File: src/design/mstt_pkg.sv
package mstt_pkg;

	typedef enum logic [1:0] {
		FUNC_CREATE  = 2'd0,
		FUNC_DELETE  = 2'd1,
		FUNC_QUERY   = 2'd2,
		FUNC_SERVICE = 2'd3
	} func_t;

	typedef enum logic [2:0] {
		RES_CREATE  = 3'd0,
		RES_DELETE  = 3'd1,
		RES_QUERY   = 3'd2,
		RES_EXPIRY  = 3'd3,
		RES_SVC_END = 3'd4
	} res_kind_t;

	localparam logic [1:0] KIND_MS_REPEAT  = 2'd1;
	localparam logic [1:0] KIND_SEC_REPEAT = 2'd3;

	typedef struct packed {
		logic [1:0]  func;
		logic [1:0]  timer_kind;
		logic [15:0] timeout;
		logic [15:0] owner_id;
		logic [15:0] tick_now;
		logic [15:0] second_now;
	} cmd_t;

	typedef struct packed {
		logic [2:0]  result_kind;
		logic        ok;
		logic [15:0] fired_id;
		logic [3:0]  fired_slot;
		logic        last;
	} res_t;

	typedef enum logic [1:0] {
		ST_IDLE = 2'd0,
		ST_SCAN = 2'd1,
		ST_DONE = 2'd2
	} state_t;

	function automatic logic ms_window(logic [15:0] lo, logic [15:0] hi, logic [15:0] s);
		logic r;
		if (lo < hi) r = (lo < s) && (s <= hi);
		else if (lo > hi) r = (lo < s) || (s <= hi);
		else r = 1'b0;
		return r;
	endfunction

endpackage

File: src/design/multi_slot_timer_table.sv
// Timer slot table: create, delete, query and service commands enter a two-entry queue and are
// carried out by a sequencer that walks one slot per cycle (create and delete stop at the slot
// they hit); service emits one transfer per expiry plus an end marker, and a stalled output holds
// the walk at the current slot.
module multi_slot_timer_table #(
	parameter int SLOTS = 16
) (
	input  logic        clk,
	input  logic        arst_n,
	input  logic        s_axis_tvalid,
	output logic        s_axis_tready,
	input  logic [1:0]  s_axis_tuser,   // func
	input  logic [71:0] s_axis_tdata,   // timer_kind, timeout, owner_id, tick_now, second_now, pad
	output logic        m_axis_tvalid,
	input  logic        m_axis_tready,
	output logic [2:0]  m_axis_tuser,   // result_kind
	output logic [23:0] m_axis_tdata,   // ok, fired_id, fired_slot, pad
	output logic        m_axis_tlast
);
	import mstt_pkg::*;

	cmd_t in_cmd, q_cmd;
	res_t res;
	logic q_valid, q_ready;

	assign in_cmd.func       = s_axis_tuser;
	assign in_cmd.timer_kind = s_axis_tdata[1:0];
	assign in_cmd.timeout    = s_axis_tdata[17:2];
	assign in_cmd.owner_id   = s_axis_tdata[33:18];
	assign in_cmd.tick_now   = s_axis_tdata[49:34];
	assign in_cmd.second_now = s_axis_tdata[65:50];

	mstt_front u_front (
		.clk, .arst_n,
		.in_valid(s_axis_tvalid), .in_ready(s_axis_tready), .in_cmd,
		.q_valid, .q_ready, .q_cmd
	);

	mstt_back #(.SLOTS(SLOTS)) u_back (
		.clk, .arst_n,
		.q_valid, .q_ready, .q_cmd,
		.out_valid(m_axis_tvalid), .out_ready(m_axis_tready), .out_res(res)
	);

	assign m_axis_tuser = res.result_kind;
	assign m_axis_tdata = {3'd0, res.fired_slot, res.fired_id, res.ok};
	assign m_axis_tlast = res.last;

	logic unused_pad;
	assign unused_pad = ^s_axis_tdata[71:66];
endmodule

File: src/design/mstt_front.sv
module mstt_front (
	input  logic               clk,
	input  logic               arst_n,
	input  logic               in_valid,
	output logic               in_ready,
	input  mstt_pkg::cmd_t     in_cmd,
	output logic               q_valid,
	input  logic               q_ready,
	output mstt_pkg::cmd_t     q_cmd
);
	import mstt_pkg::*;

	// two-entry command queue
	cmd_t       mem_q [2];
	logic       wp_q, rp_q;
	logic [1:0] cnt_q;
	logic       push, pop;

	assign in_ready = (cnt_q != 2'd2);
	assign q_valid  = (cnt_q != 2'd0);
	assign push     = in_valid && in_ready;
	assign pop      = q_valid && q_ready;

	always_ff @(posedge clk) begin
		if (push) mem_q[wp_q] <= in_cmd;
	end

	assign q_cmd = mem_q[rp_q];

	always_ff @(posedge clk or negedge arst_n) begin
		if (!arst_n) begin
			wp_q  <= 1'b0;
			rp_q  <= 1'b0;
			cnt_q <= 2'd0;
		end else begin
			if (push) wp_q <= ~wp_q;
			if (pop) rp_q <= ~rp_q;
			cnt_q <= cnt_q + {1'b0, push} - {1'b0, pop};
		end
	end
endmodule

File: src/design/mstt_back.sv
module mstt_back #(
	parameter int SLOTS = 16
) (
	input  logic               clk,
	input  logic               arst_n,
	input  logic               q_valid,
	output logic               q_ready,
	input  mstt_pkg::cmd_t     q_cmd,
	output logic               out_valid,
	input  logic               out_ready,
	output mstt_pkg::res_t     out_res
);
	import mstt_pkg::*;

	localparam int IW = (SLOTS > 1) ? $clog2(SLOTS) : 1;

	logic [SLOTS-1:0] valid_q;
	logic [1:0]  kind_q   [SLOTS];
	logic [15:0] period_q [SLOTS];
	logic [15:0] stop_q   [SLOTS];
	logic [15:0] owner_q  [SLOTS];
	logic [15:0] prev_tick_q;

	state_t state_q, state_d;
	cmd_t   cmd_q;
	logic [IW-1:0] idx_q;
	logic   found_q;
	res_t   res_q;
	logic   res_v_q;

	logic   free_room;
	logic   last_idx;
	logic   s_valid;
	logic   s_fire;
	logic   owner_hit;
	logic   emit_ok;
	logic   emit_now;

	assign free_room = !res_v_q || out_ready;
	assign out_valid = res_v_q;
	assign out_res   = res_q;
	assign last_idx  = (idx_q == IW'(SLOTS - 1));
	assign s_valid   = valid_q[idx_q];
	assign owner_hit = s_valid && (owner_q[idx_q] == cmd_q.owner_id);

	always_comb begin
		if (kind_q[idx_q][1]) s_fire = s_valid && (stop_q[idx_q] == cmd_q.second_now);
		else s_fire = s_valid && ms_window(prev_tick_q, cmd_q.tick_now, stop_q[idx_q]);
	end

	// in scan, each step, and so any create, delete or expiry result, needs the output slot free
	assign emit_ok = free_room;

	always_comb begin
		emit_now = 1'b0;
		if (state_q == ST_SCAN && emit_ok) begin
			if (cmd_q.func == FUNC_CREATE && !s_valid) emit_now = 1'b1;
			else if (cmd_q.func == FUNC_DELETE && owner_hit) emit_now = 1'b1;
			else if (cmd_q.func == FUNC_SERVICE && s_fire) emit_now = 1'b1;
		end
		if (state_q == ST_DONE && free_room) emit_now = 1'b1;
	end

	always_comb begin
		state_d = state_q;
		case (state_q)
			ST_IDLE: if (q_valid) state_d = ST_SCAN;
			ST_SCAN: begin
				if (emit_ok) begin
					if (cmd_q.func == FUNC_CREATE && !s_valid) state_d = ST_IDLE;
					else if (cmd_q.func == FUNC_DELETE && owner_hit) state_d = ST_IDLE;
					else if (last_idx) state_d = ST_DONE;
				end
			end
			ST_DONE: if (free_room) state_d = ST_IDLE;
			default: state_d = ST_IDLE;
		endcase
	end

	assign q_ready = (state_q == ST_IDLE);

	always_ff @(posedge clk) begin
		if (state_q == ST_IDLE && q_valid) cmd_q <= q_cmd;
		if (state_q == ST_SCAN && emit_ok) begin
			if (cmd_q.func == FUNC_CREATE && !s_valid) begin
				kind_q[idx_q]   <= cmd_q.timer_kind;
				period_q[idx_q] <= cmd_q.timeout;
				owner_q[idx_q]  <= cmd_q.owner_id;
				stop_q[idx_q]   <= cmd_q.timeout +
					(cmd_q.timer_kind[1] ? cmd_q.second_now : cmd_q.tick_now);
			end
			if (cmd_q.func == FUNC_SERVICE && s_fire) begin
				if (kind_q[idx_q] == KIND_MS_REPEAT)
					stop_q[idx_q] <= period_q[idx_q] + cmd_q.tick_now;
				else if (kind_q[idx_q] == KIND_SEC_REPEAT)
					stop_q[idx_q] <= period_q[idx_q] + cmd_q.second_now;
			end
		end
	end

	always_ff @(posedge clk or negedge arst_n) begin
		if (!arst_n) begin
			state_q     <= ST_IDLE;
			valid_q     <= '0;
			prev_tick_q <= '0;
			idx_q       <= '0;
			found_q     <= 1'b0;
			res_v_q     <= 1'b0;
			res_q       <= '0;
		end else begin
			state_q <= state_d;
			res_v_q <= emit_now || (res_v_q && !out_ready);
			case (state_q)
				ST_IDLE: begin
					idx_q   <= '0;
					found_q <= 1'b0;
				end
				ST_SCAN: begin
					if (emit_ok) begin
						idx_q <= idx_q + IW'(1);
						case (cmd_q.func)
							FUNC_CREATE: if (!s_valid) begin
								valid_q[idx_q] <= 1'b1;
								found_q <= 1'b1;
								res_q   <= '{RES_CREATE, 1'b1, 16'd0, 4'(idx_q), 1'b1};
							end
							FUNC_DELETE: if (owner_hit) begin
								valid_q[idx_q] <= 1'b0;
								found_q <= 1'b1;
								res_q   <= '{RES_DELETE, 1'b1, 16'd0, 4'(idx_q), 1'b1};
							end
							FUNC_QUERY: if (owner_hit) found_q <= 1'b1;
							FUNC_SERVICE: if (s_fire) begin
								if (!kind_q[idx_q][0]) valid_q[idx_q] <= 1'b0;
								res_q   <= '{RES_EXPIRY, 1'b1, owner_q[idx_q], 4'(idx_q), 1'b0};
							end
							default: ;
						endcase
					end
				end
				ST_DONE: begin
					if (free_room) begin
						case (cmd_q.func)
							FUNC_CREATE: res_q <= '{RES_CREATE, 1'b0, 16'd0, 4'd0, 1'b1};
							FUNC_DELETE: res_q <= '{RES_DELETE, 1'b0, 16'd0, 4'd0, 1'b1};
							FUNC_QUERY:  res_q <= '{RES_QUERY, found_q, 16'd0, 4'd0, 1'b1};
							default: begin
								res_q       <= '{RES_SVC_END, 1'b0, 16'd0, 4'd0, 1'b1};
								prev_tick_q <= cmd_q.tick_now;
							end
						endcase
					end
				end
				default: ;
			endcase
		end
	end
endmodule

File: config.mk
export PLATFORM = sky130hd
export DESIGN_NAME = multi_slot_timer_table
export DESIGN_NICKNAME = d
export VERILOG_FILES = /design/src/design/mstt_pkg.sv /design/src/design/multi_slot_timer_table.sv /design/src/design/mstt_front.sv /design/src/design/mstt_back.sv
export SDC_FILE = /design/constraint.sdc
export NUM_CORES = 1
export LEC_CHECK = 0
export ABC_CLOCK_PERIOD_IN_PS = 7500
export BUFFER_PORTS_ARGS = -buffer_cell sky130_fd_sc_hd__buf_4
export CORE_UTILIZATION = 30
export CTS_CLUSTER_SIZE = 24
export DETAILED_ROUTE_END_ITERATION = 16
export GPL_TIMING_DRIVEN = 0
export PLACE_DENSITY_LB_ADDON = 0.05
export SLEW_MARGIN = 20
export SYNTH_ARGS = -nofsm -noshare
export SYNTH_HDL_FRONTEND = slang
export SYNTH_HIERARCHICAL = 1
export SYNTH_SLANG_ARGS = --single-unit
File: constraint.sdc
create_clock -name clk -period 7.5 [get_ports clk]
set_input_delay 1.125 -clock clk [delete_from_list [all_inputs] [get_ports clk]]
set_output_delay 1.125 -clock clk [all_outputs]
set_load 0.005 [all_outputs]
==> run_results.csv <==
group,metric,value,unit
synthesis,yosys.area.top_type_share,0.6540,
clock_tree,cts_made_buffers,120,
drt,num_vias,25650,
clock_tree,cts_root_buf,"clkbuf_16",
floorplanning,rows,143,
setup_path,critPathMaxFanout,16,
floorplanning,ios,108,
cells_and_area,nFillCells,14220,
synthesis,postSynthAreaPerCell,17.53,sq um
sta,setup_ws,0.3255,ns
sta,timing_hold_violations_final,0,
synthesis,syn_inst,2630,
sta,finClkSkew,0.05120,ns
setup_path,cpMaxStageDelayCell,"dfrtp_2",
setup_path,cp.required,7.95,ns
setup_path,worstPathCellList,"clkdlybuf4s15_2 -> clkbuf_4 -> clkbuf_4 -> clkbuf_2 -> clkbuf_2 -> nand2_1 -> o21ai_0 -> inv_1 -> ha_1 -> nand2_1 -> nor4_1 -> o21ai_0 -> a31o_2 -> o2bb2ai_1 -> a32o_1 -> nand2b_2 -> buf_2 -> mux2i_1 -> mux2i_2 -> buf_6",
synthesis,synth_area,0.04610,sq mm
sta,tightest_slew,1.201,ns
outcome,status,"finished, final reports clean",
cells_and_area,final_nets,3106,
min_path,hold_class,"in2async",
setup_path,critPathMaxStageDelay,0.63,ns
floorplanning,start_util,0.3028,
global_route,antenna_found_initial,6,
clock_tree,clockBufferDepth,3,
sta,slew_headroom,0.1991,
global_route,gr-total-overflow,0,
sta,rsz0062_at_grt,"no",
synthesis,synth.distinct_cells,85,
drt,firstDrtPassIters,6,
clock_tree,hold_buffers,0,
synthesis,synth.yosys.seq_area_share,0.6915,
cells_and_area,final_layout_size_suffix_gt1_frac,0.2675,
sta,max_freq,139.4,MHz
sta,fin_crit,7.174,ns
sta,whs,0.4977,ns
clock_tree,insertion_delay,0.76,ns
drt,drt_iter0_markers,1806,
cells_and_area,final_util,0.3632,
synthesis,yosysTopAreaCell,"edfxtp_1",
synthesis,synth_enable_flop_cells,1004,
placed_design,dp_hpwl,109000,um
setup_path,end_kind,"flip-flop",
placed_design,dp_slack,-2.945,ns
global_route,grtUsageTotal,0.1953,
clock_tree,htreeDepth,3,
floorplanning,fp.dieH,394,um
drt,wl_per_cell,30.14,um
sta,slew_violations,0,
flow_run,max_cap_viol_count,0,
floorplanning,fp.coreArea,0.1523,sq mm
clock_tree,clk_pin_slew_worst_paths,0.06,ns
sta,fin_crit_sh,0.9566,
global_route,first_global_vias,26300,
drt,drc,0,
global_route,grt_pass1_wl,209500,um
synthesis,yosysWarnings,6,
synthesis,synthFlopType,"edfxtp_1",
cells_and_area,area_delta_synth_final,19.97,%
clock_tree,numClockSinks,1073,
synthesis,ys_top_cells_by_area,"edfxtp_1, mux4_2, dfrtp_1",
synthesis,ys_seq_elements,1073,
global_route,grt_max_degree,70,
clock_tree,cts_tree,"yes",
floorplanning,fp.dieW,394,um
setup_path,start_kind,"flip-flop",
placed_design,port_buffers,98,
drt,viasPerCell,5.073,
synthesis,async_flop_share,0.06431,
pwr,cellPowerDensity,476.7,mW/mm^2
pwr,ir_worst_vdd,0.0003631,V
drt,wirelength,152300,um
placed_design,routabilityCongestion,0.8394,
pwr,p_leak,0.01876,uW
setup_path,crit_type,"reg2reg",
sta,setup_viol,0,
drt,postRouteAntennaNets,0,
pwr,power,26360,uW
setup_path,critPathArrivalTime,7.63,ns
floorplanning,die_area,0.1552,sq mm
==> cell type report <==
class / count / area, sq um / share of cell area
Clock buffer: 161 / 3238 / 0.05855
Antenna cell: 4 / 10.01 / 0.0001810
Sequential cell: 1073 / 31880 / 0.5764
Tap cell: 2030 / 2540 / 0.04593
Inverter: 67 / 252.7 / 0.004570
Timing Repair Buffer: 171 / 2437 / 0.04407
Buffer: 110 / 710.7 / 0.01285
Multi-Input combinational cell: 1375 / 13710 / 0.2479
Clock inverter: 64 / 529.3 / 0.009570
==> flip-flops by register name (all words and copies together), names as in the netlist, 16 cells and up, named ones only <==
name	cells
u_back/stop_q	256
u_front/mem_q	136
u_back/owner_q	256
u_back/kind_q	32
u_back/cmd_q	68
u_back/prev_tick_q	16
u_back/period_q	256
u_back/out_res	25
==> stage by stage <==
step	instances	setup TNS (ns)	area, sq um
CTS	5050	0	55230
detailed placement	4832	-1309.66	51420
finish	5055	0	55300
floorplan	2632	0	46110
global route	5051	0	55290
global placement	4760	-2546.01	49380
==> path summary, 6_finish.rpt <==
kind / depth (start not counted) / startpoint / slack (ns) / end
setup reg to reg: 20 / u_back/idx_q[2] / 0.33 / u_back/stop_q[8][4]
min in group clk: 1 / u_front/mem_q[0][59] / 0.50 / u_back/cmd_q[59]
setup / recovery: 20 / u_back/idx_q[2] / 0.33 / u_back/stop_q[8][4]
hold / removal: 1 / arst_n / 0.50 / u_back/prev_tick_q[3]
max in group asynchronous: 1 / arst_n / 6.39 / u_back/idx_q[2]
hold reg to reg: 1 / u_front/mem_q[0][59] / 0.50 / u_back/cmd_q[59]
==> power breakdown <==
part | switching (uW) | total, uW | internal [uW]
registers | 890 | 9650 | 8760
logic | 6970 | 11100 | 4110
clock network | 2410 | 5630 | 3220
total | 10300 | 26400 | 16100
==> worst max-delay path: cells and delay by family, from the launching register on <==
family / cells / cell delay [ns]
AO/OA/AOI/OAI: 5 / 1.37
multiplexers: 2 / 0.57
flip-flops: 1 / 0.63
AND/OR/NAND/NOR: 4 / 1.00
buffers and inverters: 8 / 2.94
adder cells (fa/ha/maj): 1 / 0.34
==> routing by layer <==
metal	GRT usage	share of wire	wire (um)
met5	0	0	0
met1	0.2586	0.43	65440
met2	0.3245	0.49	74270
met3	0.03104	0.053	8038
met4	0.06740	0.030	4587
==> Yosys cell counts, drive strengths merged, types with 16 or more instances <==
cell	instances
xor2	31
buf	72
dfrtp	69
nor3	32
nor4	24
o21ai	66
nor2b	17
mux2i	121
inv	65
mux2	130
xnor2	66
clkbuf	45
mux4	186
a22oi	27
a211oi	25
nand2	113
nand3	27
nor2	126
ha	107
a21o	16
edfxtp	1004
a21oi	69
==> cells by family after synthesis <==
| group | Yosys count | synth area share |
|---|---|---|
| XOR/XNOR | 97 | 0.01843 |
| buffers and inverters | 184 | 0.01981 |
| adder cells (fa/ha/maj) | 110 | 0.03034 |
| AND/OR/NAND/NOR | 422 | 0.04378 |
| other | 1 | 0.00008135 |
| flip-flops | 1073 | 0.6915 |
| multiplexers | 437 | 0.1514 |
| AO/OA/AOI/OAI | 306 | 0.04465 |
==> cells in the final DEF (no fill, tap or decap), drive strengths merged, types with 15 or more instances in the layout <==
cell,n
a211oi,25
a21o,16
a21oi,69
a22oi,27
and3,15
buf,237
clkbuf,203
clkinv,53
dfrtp,69
edfxtp,1004
ha,107
inv,67
mux2,130
mux2i,121
mux4,186
nand2,113
nand3,27
nor2,126
nor2b,17
nor3,32
nor4,24
o21ai,66
xnor2,66
xor2,31
==> timing repair <==
| item | 4_1_cts | 5_1_grt |
|---|---|---|
| hold endpoints to repair | 0 | 0 |
| setup endpoints to repair | 554 | 85 |
| buffers inserted | 0 | 1 |
| gates resized for setup | 27 | 11 |
Power figures use the tool's default switching activity.
